<file path="config.mk">
export PLATFORM = sky130hd
export DESIGN_NAME = transport_server_connection_table
export DESIGN_NICKNAME = d
export VERILOG_FILES = /design/src/rtl/core/tsct_pkg.sv /design/src/rtl/core/tsct_ram.sv /design/src/rtl/core/tsct_engine.sv /design/src/rtl/core/transport_server_connection_table.sv
export VERILOG_INCLUDE_DIRS = /design/src /design/src/rtl/core
export SDC_FILE = /design/constraint.sdc
export NUM_CORES = 2
export LEC_CHECK = 0
export BUFFER_PORTS_ARGS = -buffer_cell sky130_fd_sc_hd__buf_4
export CAP_MARGIN = 10
export CORE_MARGIN = 4
export CORE_UTILIZATION = 45
export DETAILED_ROUTE_END_ITERATION = 16
export PLACE_DENSITY = 0.58
export SLEW_MARGIN = 20
export SYNTH_ARGS = -nofsm -noshare
export SYNTH_HDL_FRONTEND = slang
export SYNTH_SLANG_ARGS = --single-unit
</file>
<file path="constraint.sdc">
create_clock -name clk -period 16.8 [get_ports clk]
set_clock_uncertainty 0.2 [all_clocks]
set_input_delay 2.52 -clock clk [delete_from_list [all_inputs] [get_ports clk]]
set_output_delay 2.52 -clock clk [all_outputs]
set_load 0.02 [all_outputs]
</file>
<file path="src/rtl/core/transport_server_connection_table_macros.svh">
`ifndef TRANSPORT_SERVER_CONNECTION_TABLE_MACROS_SVH
`define TRANSPORT_SERVER_CONNECTION_TABLE_MACROS_SVH

// same-cycle implication
`define TSCT_ASSERT_IMP(lbl, clk, rst, ante, cons, msg) \
  lbl: assert property (@(posedge clk) disable iff (rst) (ante) |-> (cons)) else $error(msg);

// next-cycle implication
`define TSCT_ASSERT_NXT(lbl, clk, rst, ante, cons, msg) \
  lbl: assert property (@(posedge clk) disable iff (rst) (ante) |=> (cons)) else $error(msg);

`endif

</file>
<file path="src/rtl/core/tsct_pkg.sv">
package tsct_pkg;

  typedef enum logic [2:0] {
    ACT_OPEN    = 3'd0,
    ACT_LISTEN  = 3'd1,
    ACT_CLOSE   = 3'd2,
    ACT_SEGMENT = 3'd3,
    ACT_READ    = 3'd4,
    ACT_TICK    = 3'd5
  } action_t;

  localparam logic [2:0] SEG_SYN  = 3'd0;
  localparam logic [2:0] SEG_FIN  = 3'd2;
  localparam logic [2:0] SEG_DATA = 3'd4;

  localparam logic [1:0] STAT_OK      = 2'd0;
  localparam logic [1:0] STAT_REFUSED = 2'd1;
  localparam logic [1:0] STAT_WAITS   = 2'd2;
  localparam logic [1:0] STAT_DROPPED = 2'd3;

  localparam logic [1:0] REP_SYNACK  = 2'd0;
  localparam logic [1:0] REP_FINACK  = 2'd1;
  localparam logic [1:0] REP_DATAACK = 2'd2;

  typedef enum logic [1:0] {
    LINK_CLOSED = 2'd0,
    LINK_LISTEN = 2'd1,
    LINK_CONN   = 2'd2,
    LINK_CWAIT  = 2'd3
  } link_t;

  typedef enum logic [1:0] {
    S_IDLE,
    S_SCAN,
    S_EXEC
  } seq_state_t;

  typedef struct packed {
    logic [15:0] bound_port;
    link_t       link;
    logic [15:0] client_port;
    logic [31:0] expected_seq;
    logic [15:0] fill;
    logic [19:0] count;
  } entry_t;

  typedef struct packed {
    logic [2:0]  action;
    logic [2:0]  socket_id;
    logic [15:0] port;
    logic [2:0]  seg_type;
    logic [15:0] peer_port;
    logic [31:0] seq_num;
    logic [15:0] byte_count;
  } req_t;

  typedef struct packed {
    logic [1:0]  status;
    logic [2:0]  new_socket;
    logic [1:0]  conn_state;
    logic        reply_valid;
    logic [1:0]  reply_type;
    logic [15:0] reply_src_port;
    logic [15:0] reply_dest_port;
    logic [31:0] reply_ack_num;
    logic [12:0] buffer_offset;
  } result_t;

endpackage

</file>
<file path="src/rtl/core/tsct_ram.sv">
module tsct_ram #(
  parameter int WIDTH = 8,
  parameter int DEPTH = 8,
  localparam int AW = (DEPTH > 1) ? $clog2(DEPTH) : 1
) (
  input  logic                 clk,
  input  logic                 we,
  input  logic [AW-1:0]        waddr,
  input  logic [WIDTH-1:0]     wdata,
  input  logic [AW-1:0]        raddr,
  output logic [WIDTH-1:0]     rdata
);
  logic [WIDTH-1:0] mem [DEPTH];

  always_ff @(posedge clk) begin
    if (we) begin
      mem[waddr] <= wdata;
    end
    rdata <= mem[raddr];
  end
endmodule

</file>
<file path="src/rtl/core/tsct_engine.sv">
`include "transport_server_connection_table_macros.svh"

module tsct_engine import tsct_pkg::*; #(
  parameter int CONNECTIONS = 8,
  parameter int BUF_BYTES   = 4096
) (
  input  logic        clk,
  input  logic        rst,
  input  logic        req_valid,
  output logic        req_ready,
  input  req_t        req_in,
  input  logic [19:0] ticks,
  output logic        res_valid,
  input  logic        res_ready,
  output result_t     res
);
  localparam int IW = (CONNECTIONS > 1) ? $clog2(CONNECTIONS) : 1;
  localparam logic [IW-1:0] LAST = IW'(CONNECTIONS - 1);

  seq_state_t state, state_next;
  req_t       req;
  logic [IW-1:0] scan_addr, rd_idx;
  logic       issued_all, rd_vld;
  logic       hit, free_found;
  logic [IW-1:0] hit_idx, free_idx;
  entry_t     hit_ent, sid_ent, rd_ent, tick_ent, exec_ent;
  logic [CONNECTIONS-1:0] used, running;
  logic [$bits(entry_t)-1:0] rd_bits, wr_bits;

  logic       accept, fire, tick_we, tick_expire;
  logic       exec_we, used_set, used_clr, run_set, run_clr;
  logic [IW-1:0] exec_idx, wr_addr, sid_idx;
  logic       sid_ok, rep_v;
  logic [1:0] rep_kind;

  tsct_ram #(.WIDTH($bits(entry_t)), .DEPTH(CONNECTIONS)) u_ram (
    .clk   (clk),
    .we    (tick_we || (exec_we && fire)),
    .waddr (wr_addr),
    .wdata (wr_bits),
    .raddr (scan_addr),
    .rdata (rd_bits)
  );

  assign rd_ent    = entry_t'(rd_bits);
  assign accept    = req_valid && req_ready;
  assign req_ready = (state == S_IDLE);
  assign res_valid = (state == S_EXEC);
  assign fire      = res_valid && res_ready;
  assign sid_idx   = IW'(req.socket_id);
  assign sid_ok    = (32'(req.socket_id) < 32'(CONNECTIONS)) && used[sid_idx];

  // close-wait countdown for the entry coming out of the memory
  always_comb begin
    tick_ent    = rd_ent;
    tick_expire = (rd_ent.count <= 20'd1);
    if (tick_expire) begin
      tick_ent.count        = '0;
      tick_ent.link         = LINK_CLOSED;
      tick_ent.client_port  = '0;
      tick_ent.expected_seq = '0;
    end else begin
      tick_ent.count = rd_ent.count - 20'd1;
    end
  end

  assign tick_we = (state == S_SCAN) && rd_vld && (req.action == ACT_TICK) && running[rd_idx];
  assign wr_addr = tick_we ? rd_idx : exec_idx;
  assign wr_bits = tick_we ? tick_ent : exec_ent;

  always_comb begin
    state_next = state;
    unique case (state)
      S_IDLE:  if (accept) state_next = S_SCAN;
      S_SCAN:  if (rd_vld && rd_idx == LAST) state_next = S_EXEC;
      S_EXEC:  if (res_ready) state_next = S_IDLE;
      default: state_next = S_IDLE;
    endcase
  end

  always_ff @(posedge clk) begin
    if (rst) begin
      state      <= S_IDLE;
      scan_addr  <= '0;
      issued_all <= 1'b0;
      rd_vld     <= 1'b0;
      hit        <= 1'b0;
      free_found <= 1'b0;
      used       <= '0;
      running    <= '0;
    end else begin
      state  <= state_next;
      rd_vld <= (state == S_SCAN) && !issued_all;
      if (accept) begin
        scan_addr  <= '0;
        issued_all <= 1'b0;
        hit        <= 1'b0;
        free_found <= 1'b0;
      end else if (state == S_SCAN && !issued_all) begin
        if (scan_addr == LAST) begin
          issued_all <= 1'b1;
        end else begin
          scan_addr <= scan_addr + IW'(1);
        end
      end
      if (state == S_SCAN && rd_vld) begin
        if (used[rd_idx] && rd_ent.bound_port == req.port && !hit) begin
          hit <= 1'b1;
        end
        if (!used[rd_idx] && !free_found) begin
          free_found <= 1'b1;
        end
      end
      if (tick_we && tick_expire) begin
        running[rd_idx] <= 1'b0;
      end
      if (fire) begin
        if (used_set) used[exec_idx] <= 1'b1;
        if (used_clr) used[exec_idx] <= 1'b0;
        if (run_set)  running[exec_idx] <= 1'b1;
        if (run_clr)  running[exec_idx] <= 1'b0;
      end
    end
  end

  always_ff @(posedge clk) begin
    if (accept) begin
      req <= req_in;
    end
    if (state == S_SCAN && !issued_all) begin
      rd_idx <= scan_addr;
    end
    if (state == S_SCAN && rd_vld) begin
      if (used[rd_idx] && rd_ent.bound_port == req.port && !hit) begin
        hit_idx <= rd_idx;
        hit_ent <= rd_ent;
      end
      if (!used[rd_idx] && !free_found) begin
        free_idx <= rd_idx;
      end
      if (32'(rd_idx) == 32'(req.socket_id)) begin
        sid_ent <= tick_we ? tick_ent : rd_ent;
      end
    end
  end

  always_comb begin
    res      = '0;
    res.status = STAT_REFUSED;
    exec_ent = sid_ent;
    exec_idx = sid_idx;
    exec_we  = 1'b0;
    used_set = 1'b0;
    used_clr = 1'b0;
    run_set  = 1'b0;
    run_clr  = 1'b0;
    rep_v    = 1'b0;
    rep_kind = REP_SYNACK;
    case (req.action)
      ACT_OPEN: begin
        exec_idx = free_idx;
        if (!hit && free_found) begin
          exec_ent             = '0;
          exec_ent.bound_port  = req.port;
          exec_we              = 1'b1;
          used_set             = 1'b1;
          run_clr              = 1'b1;
          res.status           = STAT_OK;
          res.new_socket       = 3'(free_idx);
        end
      end
      ACT_LISTEN: begin
        if (sid_ok && sid_ent.link == LINK_CLOSED) begin
          exec_ent.link = LINK_LISTEN;
          exec_we       = 1'b1;
          res.status    = STAT_OK;
        end
        res.conn_state = sid_ok ? exec_ent.link : LINK_CLOSED;
      end
      ACT_CLOSE: begin
        if (sid_ok && sid_ent.link == LINK_CLOSED) begin
          used_clr   = 1'b1;
          run_clr    = 1'b1;
          res.status = STAT_OK;
        end
        // a refused close still reports the entry's state
        res.conn_state = sid_ok ? sid_ent.link : LINK_CLOSED;
      end
      ACT_SEGMENT: begin
        res.status = STAT_DROPPED;
        exec_ent   = hit_ent;
        exec_idx   = hit_idx;
        if (hit) begin
          if (hit_ent.link == LINK_LISTEN) begin
            if (req.seg_type == SEG_SYN) begin
              exec_ent.link         = LINK_CONN;
              exec_ent.client_port  = req.peer_port;
              exec_ent.expected_seq = req.seq_num;
              exec_we    = 1'b1;
              res.status = STAT_OK;
              rep_v      = 1'b1;
              rep_kind   = REP_SYNACK;
            end
          end else if (hit_ent.link == LINK_CONN && req.peer_port == hit_ent.client_port) begin
            if (req.seg_type == SEG_SYN) begin
              res.status = STAT_OK;
              rep_v      = 1'b1;
              rep_kind   = REP_SYNACK;
            end else if (req.seg_type == SEG_DATA) begin
              res.buffer_offset = 13'(hit_ent.fill);
              if (req.seq_num == hit_ent.expected_seq &&
                  ({1'b0, hit_ent.fill} + {1'b0, req.byte_count}) <= 17'(BUF_BYTES)) begin
                exec_ent.fill         = hit_ent.fill + req.byte_count;
                exec_ent.expected_seq = hit_ent.expected_seq + 32'(req.byte_count);
                exec_we    = 1'b1;
                res.status = STAT_OK;
              end
              rep_v    = 1'b1;
              rep_kind = REP_DATAACK;
            end else if (req.seg_type == SEG_FIN) begin
              exec_ent.link  = LINK_CWAIT;
              exec_ent.count = ticks;
              exec_we    = 1'b1;
              run_set    = 1'b1;
              res.status = STAT_OK;
              rep_v      = 1'b1;
              rep_kind   = REP_FINACK;
            end
          end else if (hit_ent.link == LINK_CWAIT && req.peer_port == hit_ent.client_port &&
                       req.seg_type == SEG_FIN) begin
            res.status = STAT_OK;
            rep_v      = 1'b1;
            rep_kind   = REP_FINACK;
          end
          res.conn_state = exec_ent.link;
        end else begin
          // no bound port: the socket_id entry is reported
          res.conn_state = sid_ok ? sid_ent.link : LINK_CLOSED;
        end
        if (rep_v) begin
          res.reply_valid     = 1'b1;
          res.reply_type      = rep_kind;
          res.reply_src_port  = exec_ent.bound_port;
          res.reply_dest_port = exec_ent.client_port;
          res.reply_ack_num   = exec_ent.expected_seq;
        end
      end
      ACT_READ: begin
        if (sid_ok && sid_ent.link == LINK_CONN) begin
          if (req.byte_count <= sid_ent.fill) begin
            exec_ent.fill = sid_ent.fill - req.byte_count;
            exec_we       = 1'b1;
            res.status    = STAT_OK;
          end else begin
            res.status = STAT_WAITS;
          end
        end
        res.conn_state = sid_ok ? sid_ent.link : LINK_CLOSED;
      end
      ACT_TICK: begin
        res.status     = STAT_OK;
        res.conn_state = sid_ok ? sid_ent.link : LINK_CLOSED;
      end
      default: begin
        res.conn_state = sid_ok ? sid_ent.link : LINK_CLOSED;
      end
    endcase
  end

  `TSCT_ASSERT_IMP(a_write_window, clk, rst, tick_we || (exec_we && fire),
    state == S_SCAN || state == S_EXEC, "table written outside scan or execute")
  `TSCT_ASSERT_NXT(a_accept_scan, clk, rst, accept, state == S_SCAN,
    "request accepted without starting the sweep")
  `TSCT_ASSERT_NXT(a_done_idle, clk, rst, fire, state == S_IDLE,
    "result handed off but sequencer not idle")
  `TSCT_ASSERT_IMP(a_tick_only, clk, rst, tick_we, req.action == ACT_TICK,
    "countdown write during a non-tick request")
endmodule

</file>
<file path="src/rtl/core/transport_server_connection_table.sv">
// server-side connection table for a simple reliable transport
// s_axis request: s_tuser carries the action code, s_tdata the operands
// m_axis response: one result per request with status, connection state
// and the acknowledgement reply fields, if any
// cfg_we / cfg_wdata write the close-wait tick count (reset value 1000);
// write it only while no request is in flight
// every request sweeps the connection memory one entry per cycle, so a
// request takes CONNECTIONS + 2 cycles from acceptance to the output
// register, and a new request is taken every CONNECTIONS + 3 cycles
// reset empties the table at once through per-entry used bits; the
// memory itself needs no clearing
// a stalled m_axis holds its result in the output register; the next
// request is still accepted and swept, and waits before its result
module transport_server_connection_table import tsct_pkg::*; #(
  parameter int CONNECTIONS = 8,
  parameter int BUF_BYTES   = 4096
) (
  input  logic        clk,
  input  logic        rst,
  input  logic        s_tvalid,
  output logic        s_tready,
  // socket_id, port, seg_type, peer_port, seq_num, byte_count, zero pad
  input  logic [87:0] s_tdata,
  // action
  input  logic [2:0]  s_tuser,
  output logic        m_tvalid,
  input  logic        m_tready,
  // status, new_socket, conn_state, reply_valid, reply_type,
  // reply_src_port, reply_dest_port, reply_ack_num, buffer_offset, zero pad
  output logic [87:0] m_tdata,
  input  logic        cfg_we,
  input  logic [19:0] cfg_wdata
);
  logic [19:0] closewait_ticks;
  req_t        req;
  result_t     res;
  logic        res_valid, res_ready;

  assign req = {s_tuser, s_tdata[2:0], s_tdata[18:3], s_tdata[21:19], s_tdata[37:22],
                s_tdata[69:38], s_tdata[85:70]};

  always_ff @(posedge clk) begin
    if (rst) begin
      closewait_ticks <= 20'd1000;
    end else if (cfg_we) begin
      closewait_ticks <= cfg_wdata;
    end
  end

  tsct_engine #(.CONNECTIONS(CONNECTIONS), .BUF_BYTES(BUF_BYTES)) u_engine (
    .clk       (clk),
    .rst       (rst),
    .req_valid (s_tvalid),
    .req_ready (s_tready),
    .req_in    (req),
    .ticks     (closewait_ticks),
    .res_valid (res_valid),
    .res_ready (res_ready),
    .res       (res)
  );

  assign res_ready = !m_tvalid || m_tready;

  always_ff @(posedge clk) begin
    if (rst) begin
      m_tvalid <= 1'b0;
    end else if (res_valid && res_ready) begin
      m_tvalid <= 1'b1;
    end else if (m_tready) begin
      m_tvalid <= 1'b0;
    end
  end

  always_ff @(posedge clk) begin
    if (res_valid && res_ready) begin
      m_tdata <= {1'b0, res.buffer_offset, res.reply_ack_num, res.reply_dest_port,
                  res.reply_src_port, res.reply_type, res.reply_valid, res.conn_state,
                  res.new_socket, res.status};
    end
  end
endmodule

</file>
==> results.txt <==
----------------------------------------------------
[Outcome]
  Run status ... complete, no violations

[Routing]
  Vias/cell ... 5.89
  Antenna Nets Post-Route ... 0
  Initial detailed-routing violation count ... 3,069
  Drt drc ... 0
  Average wire per cell in the routed design ... 27.3 um
  DRT Wirelength ... 145 mm
  Number of search-and-repair iterations in the first detailed-routing pass ... 6
  Via Count ... 31,300

[STA]
  Total count of max-transition violations in the final report ... 0
  Finish-stage setup viols ... 0
  Final critical-path share of the clock period ... 39.6%
  Setup TNS after final layout ... 0 ps
  Final setup margin ... 10,150 ps
  Slew at the pin with the worst max-slew slack ... 1100 ps
  Total count of hold-check failures in the final report ... 0
  Minimum clock period ... 6650 ps
  Maximum clock frequency ... 150 MHz
  Setup repair after global routing missed its margin ... no
  Slew HR ... 26.2%

[Clocking]
  Maximum level of the CTS H-tree ... 4
  # clock sinks ... 1,353
  Clock tree from TritonCTS ... yes
  Root Buffer ... sky130_fd_sc_hd__clkbuf_16
  Maximum clock path buffer count ... 3
  Cells resized by post-CTS repair ... 0
  Buffer count from post-CTS setup fixing ... 0
  Latest clock arrival within the worst-skew pair ... 750 ps
  Clock transition at the register clock pins on the worst setup and hold paths after CTS ... 60 ps
  Num CTS Buffers ... 143
  Hold buffers post-CTS ... 0

[Setup path]
  Reg-to-reg critical path startpoint ... u_engine.req[0]
  Register-to-Register Setup Slack ... 10,150 ps
  Worst Reg-to-Reg Cells ... 14
  Cell with the largest stage delay on the worst path ... sky130_fd_sc_hd__buf_4
  Required time of the worst setup path ... 16,950 ps
  Crit path max-delay family ... compound AO/OA/AOI/OAI gates
  Worst setup path category ... register to register
  Kind of capture point of the worst setup path ... register
  Largest fanout of any net on the critical path ... 45
  Data arrival time at the worst-slack endpoint ... 6800 ps
  Cells along the critical path ... ha_1 -> inv_1 -> fa_1 -> nor2b_1 -> o2111ai_1 -> a21oi_1 -> o311ai_0 -> nor3_1 -> a31oi_1 -> nor3_2 -> o21bai_1 -> o311a_1 -> o21ai_4 -> buf_4
  Worst r2r dst ... u_engine.u_ram.mem[4][27]
  Crit start category ... register
  Buffers & Inverters on Critical Path ... 2
  Largest incremental delay on the critical path ... 860 ps

[Layout]
  Signed area change from the synthesized netlist to the final layout ... 14.7%
  Fraction of layout cells with a size suffix above 1 ... 22.6%
  Non-Filler Cell Area, Final ... 0.0633 mm2
  Total inserted antenna cells ... 0
  Final cell utilization of the core ... 52.0%
  Final layout net count ... 3,750

[Min path]
  Worst min path class ... register to register
  Min-delay src ... u_engine.u_ram.rdata[48]
  Worst hold path stage count ... 0
  Worst hold path endpoint ... u_engine.hit_ent[48]

[Yosys]
  Leading post-synthesis cells by cell area ... sky130_fd_sc_hd__edfxtp_1, sky130_fd_sc_hd__mux4_2, sky130_fd_sc_hd__dfxtp_1
  Area of the mapped netlist ... 0.0552 mm2
  Number of nets in the synthesized netlist ... 3,511
  Top post-synthesis cells by count ... sky130_fd_sc_hd__edfxtp_1, sky130_fd_sc_hd__nor2_1, sky130_fd_sc_hd__mux4_2
  Flip-flop and latch count after synthesis ... 1,353
  Most common cell in the netlist ... sky130_fd_sc_hd__edfxtp_1
  Leading register cell type out of synthesis ... sky130_fd_sc_hd__edfxtp_1
  Share of synthesized area occupied by flip-flops and latches ... 71.0%
  Top-area cell type share of the netlist area ... 65.6%
  Fraction of registers with async set or reset after synthesis ... 0%
  Ys Warns ... 0
  Cell variety after synth ... 78
  Number of enable flip-flop cells after synthesis ... 1,205
  Average cell area after synthesis ... 16.5 um2
  Library cell with the largest summed area after synthesis ... sky130_fd_sc_hd__edfxtp_1
  Post-synthesis cell count ... 3,340

[Floorplanning]
  Num ports ... 206
  Horiz. Die Dim ... 358 um
  Core area ... 0.122 mm2
  Die area ... 0.128 mm2
  FP Rows ... 128
  DIE HEIGHT ... 358 um
  Effective utilization at floorplan ... 45.3%

[Power and ir drop]
  Share of power burned in combinational logic ... 3.7%
  Static leakage power ... 20.9 nW
  Clock network fraction of design power ... 43.2%
  Switching power as a share of total power ... 20.9%
  Maximum vdd ir drop ... 95.8 uV
  Sw Pwr ... 0.00146 W
  Internal Dissipation ... 0.00554 W
  Flop pwr share ... 53.1%
  Power density normalized to cell area ... 111 mW/mm2

[Placement]
  Instance area after placement ... 0.0587 mm2
  Hpwl dp ... 87.6 mm
  Placer congestion estimate ... 0.914
  Setup Slack @ Placement ... 10,160 ps
  Buffers on Ports ... 202

[Global routing]
  Global router's overall resource usage ... 22.6%
  Pin count of the biggest net entering global routing ... 69
  Antenna violations before repair ... 1
  Global-route congestion overflow total ... 0
  Wire length of the first global-routing pass ... 213 mm
  Number of global-route vias before repair ... 32,200

[Run]
  Maximum capacitance violations ... 0

----------------------------------------------------
==> flip-flops by register name, indices dropped and copies added, names as in the netlist, 2 cells and up <==
name,flops
u_engine.hit_idx,3
u_engine.used,8
u_engine.sid_ent,102
u_engine.state,2
u_engine.u_ram.mem,816
u_engine.free_idx,3
u_engine.sid_idx,3
u_engine.req,86
closewait_ticks,20
m_tdata,87
u_engine.u_ram.rdata,102
u_engine.rd_idx,3
u_engine.scan_addr,3
u_engine.running,8
u_engine.hit_ent,102
==> logic make-up (layout without fill, tap and decap cells) <==
kind of cell               after synthesis  count (layout)  share of synthesized area [%]
buffers and inverters                  214             573                           1.51
other                                    1               1                        0.00680
DFF                                   1353            1353                           71.0
and+or+nand+nor                        678             678                           6.11
adders and majority gates               55              55                           1.29
muxes                                  396             396                           12.2
AOI/OAI and AO/OA                      525             525                           6.05
xor gates and xnor gates               118             118                           1.87
==> area by class of cell <==
type / instances / area (um2)
multi-input combinational: 1773 / 15400
clock buffer: 206 / 4030
tap: 1625 / 2030
clock inverter: 59 / 492
fill: 9912 / 58400
inverter: 43 / 166
sequential: 1353 / 39200
timing repair buffer: 265 / 2030
==> power by group through the flow <==
stage	clock network (W)	logic, W	registers (W)
floorplan	0	0.000187	0.00376
global placement	0	0.000251	0.00379
detailed placement	0	0.000258	0.00379
CTS	0.00309	0.000260	0.00372
global route	0.00324	0.000282	0.00372
finish	0.00302	0.000259	0.00372
==> stage by stage <==
step / hold slack [ps] / power (W) / instances
after floorplan: 200 / 0.00395 / 3340
after global placement: 208 / 0.00404 / 5057
after detailed placement: 207 / 0.00405 / 5057
after CTS: 223 / 0.00707 / 5322
after global routing: 226 / 0.00725 / 5324
final: 215 / 0.00700 / 5324
==> cells in the final DEF, fill, tap and decap left out, types with 22 or more instances in the layout <==
cell	count
sky130_fd_sc_hd__a21oi_1	188
sky130_fd_sc_hd__and2_1	86
sky130_fd_sc_hd__and3_1	37
sky130_fd_sc_hd__buf_4	262
sky130_fd_sc_hd__clkbuf_1	47
sky130_fd_sc_hd__clkbuf_16	148
sky130_fd_sc_hd__dfxtp_1	145
sky130_fd_sc_hd__edfxtp_1	1205
sky130_fd_sc_hd__ha_1	52
sky130_fd_sc_hd__inv_1	40
sky130_fd_sc_hd__mux2_2	116
sky130_fd_sc_hd__mux2i_1	70
sky130_fd_sc_hd__mux4_2	210
sky130_fd_sc_hd__nand2_1	117
sky130_fd_sc_hd__nand3_1	41
sky130_fd_sc_hd__nor2_1	225
sky130_fd_sc_hd__nor3_1	36
sky130_fd_sc_hd__nor4_1	22
sky130_fd_sc_hd__o21ai_0	67
sky130_fd_sc_hd__o21ai_1	25
sky130_fd_sc_hd__o22ai_1	36
sky130_fd_sc_hd__xnor2_1	48
sky130_fd_sc_hd__xor2_1	70
==> metal layers <==
layer / vias to the layer above / routed length [um] / track usage, % / share of wire, %
met4: 0 / 2980 / 5.96 / 2.0
li1: 13700 / - / - / -
met5: - / 0 / 0 / 0
met3: 198 / 9400 / 3.79 / 6.5
met1: 16300 / 61300 / 31.2 / 42
met2: 1131 / 71700 / 37.6 / 49
==> worst max path at each step <==
stage	start	to	slack, ps	cells past startpoint
final	u_engine.req[0]	u_engine.u_ram.mem[4][27]	10150	14
after global routing	u_engine.req[0]	u_engine.u_ram.mem[4][27]	9970	14
after CTS	u_engine.req[0]	u_engine.u_ram.mem[4][26]	10120	13
after detailed placement	u_engine.req[0]	u_engine.u_ram.mem[4][24]	10160	13
after global placement	u_engine.req[0]	u_engine.u_ram.mem[4][24]	10250	13
after floorplan	m_tready	u_engine.u_ram.mem[7][0]	3430	5
Note: power is estimated with default switching activity, not from simulation.
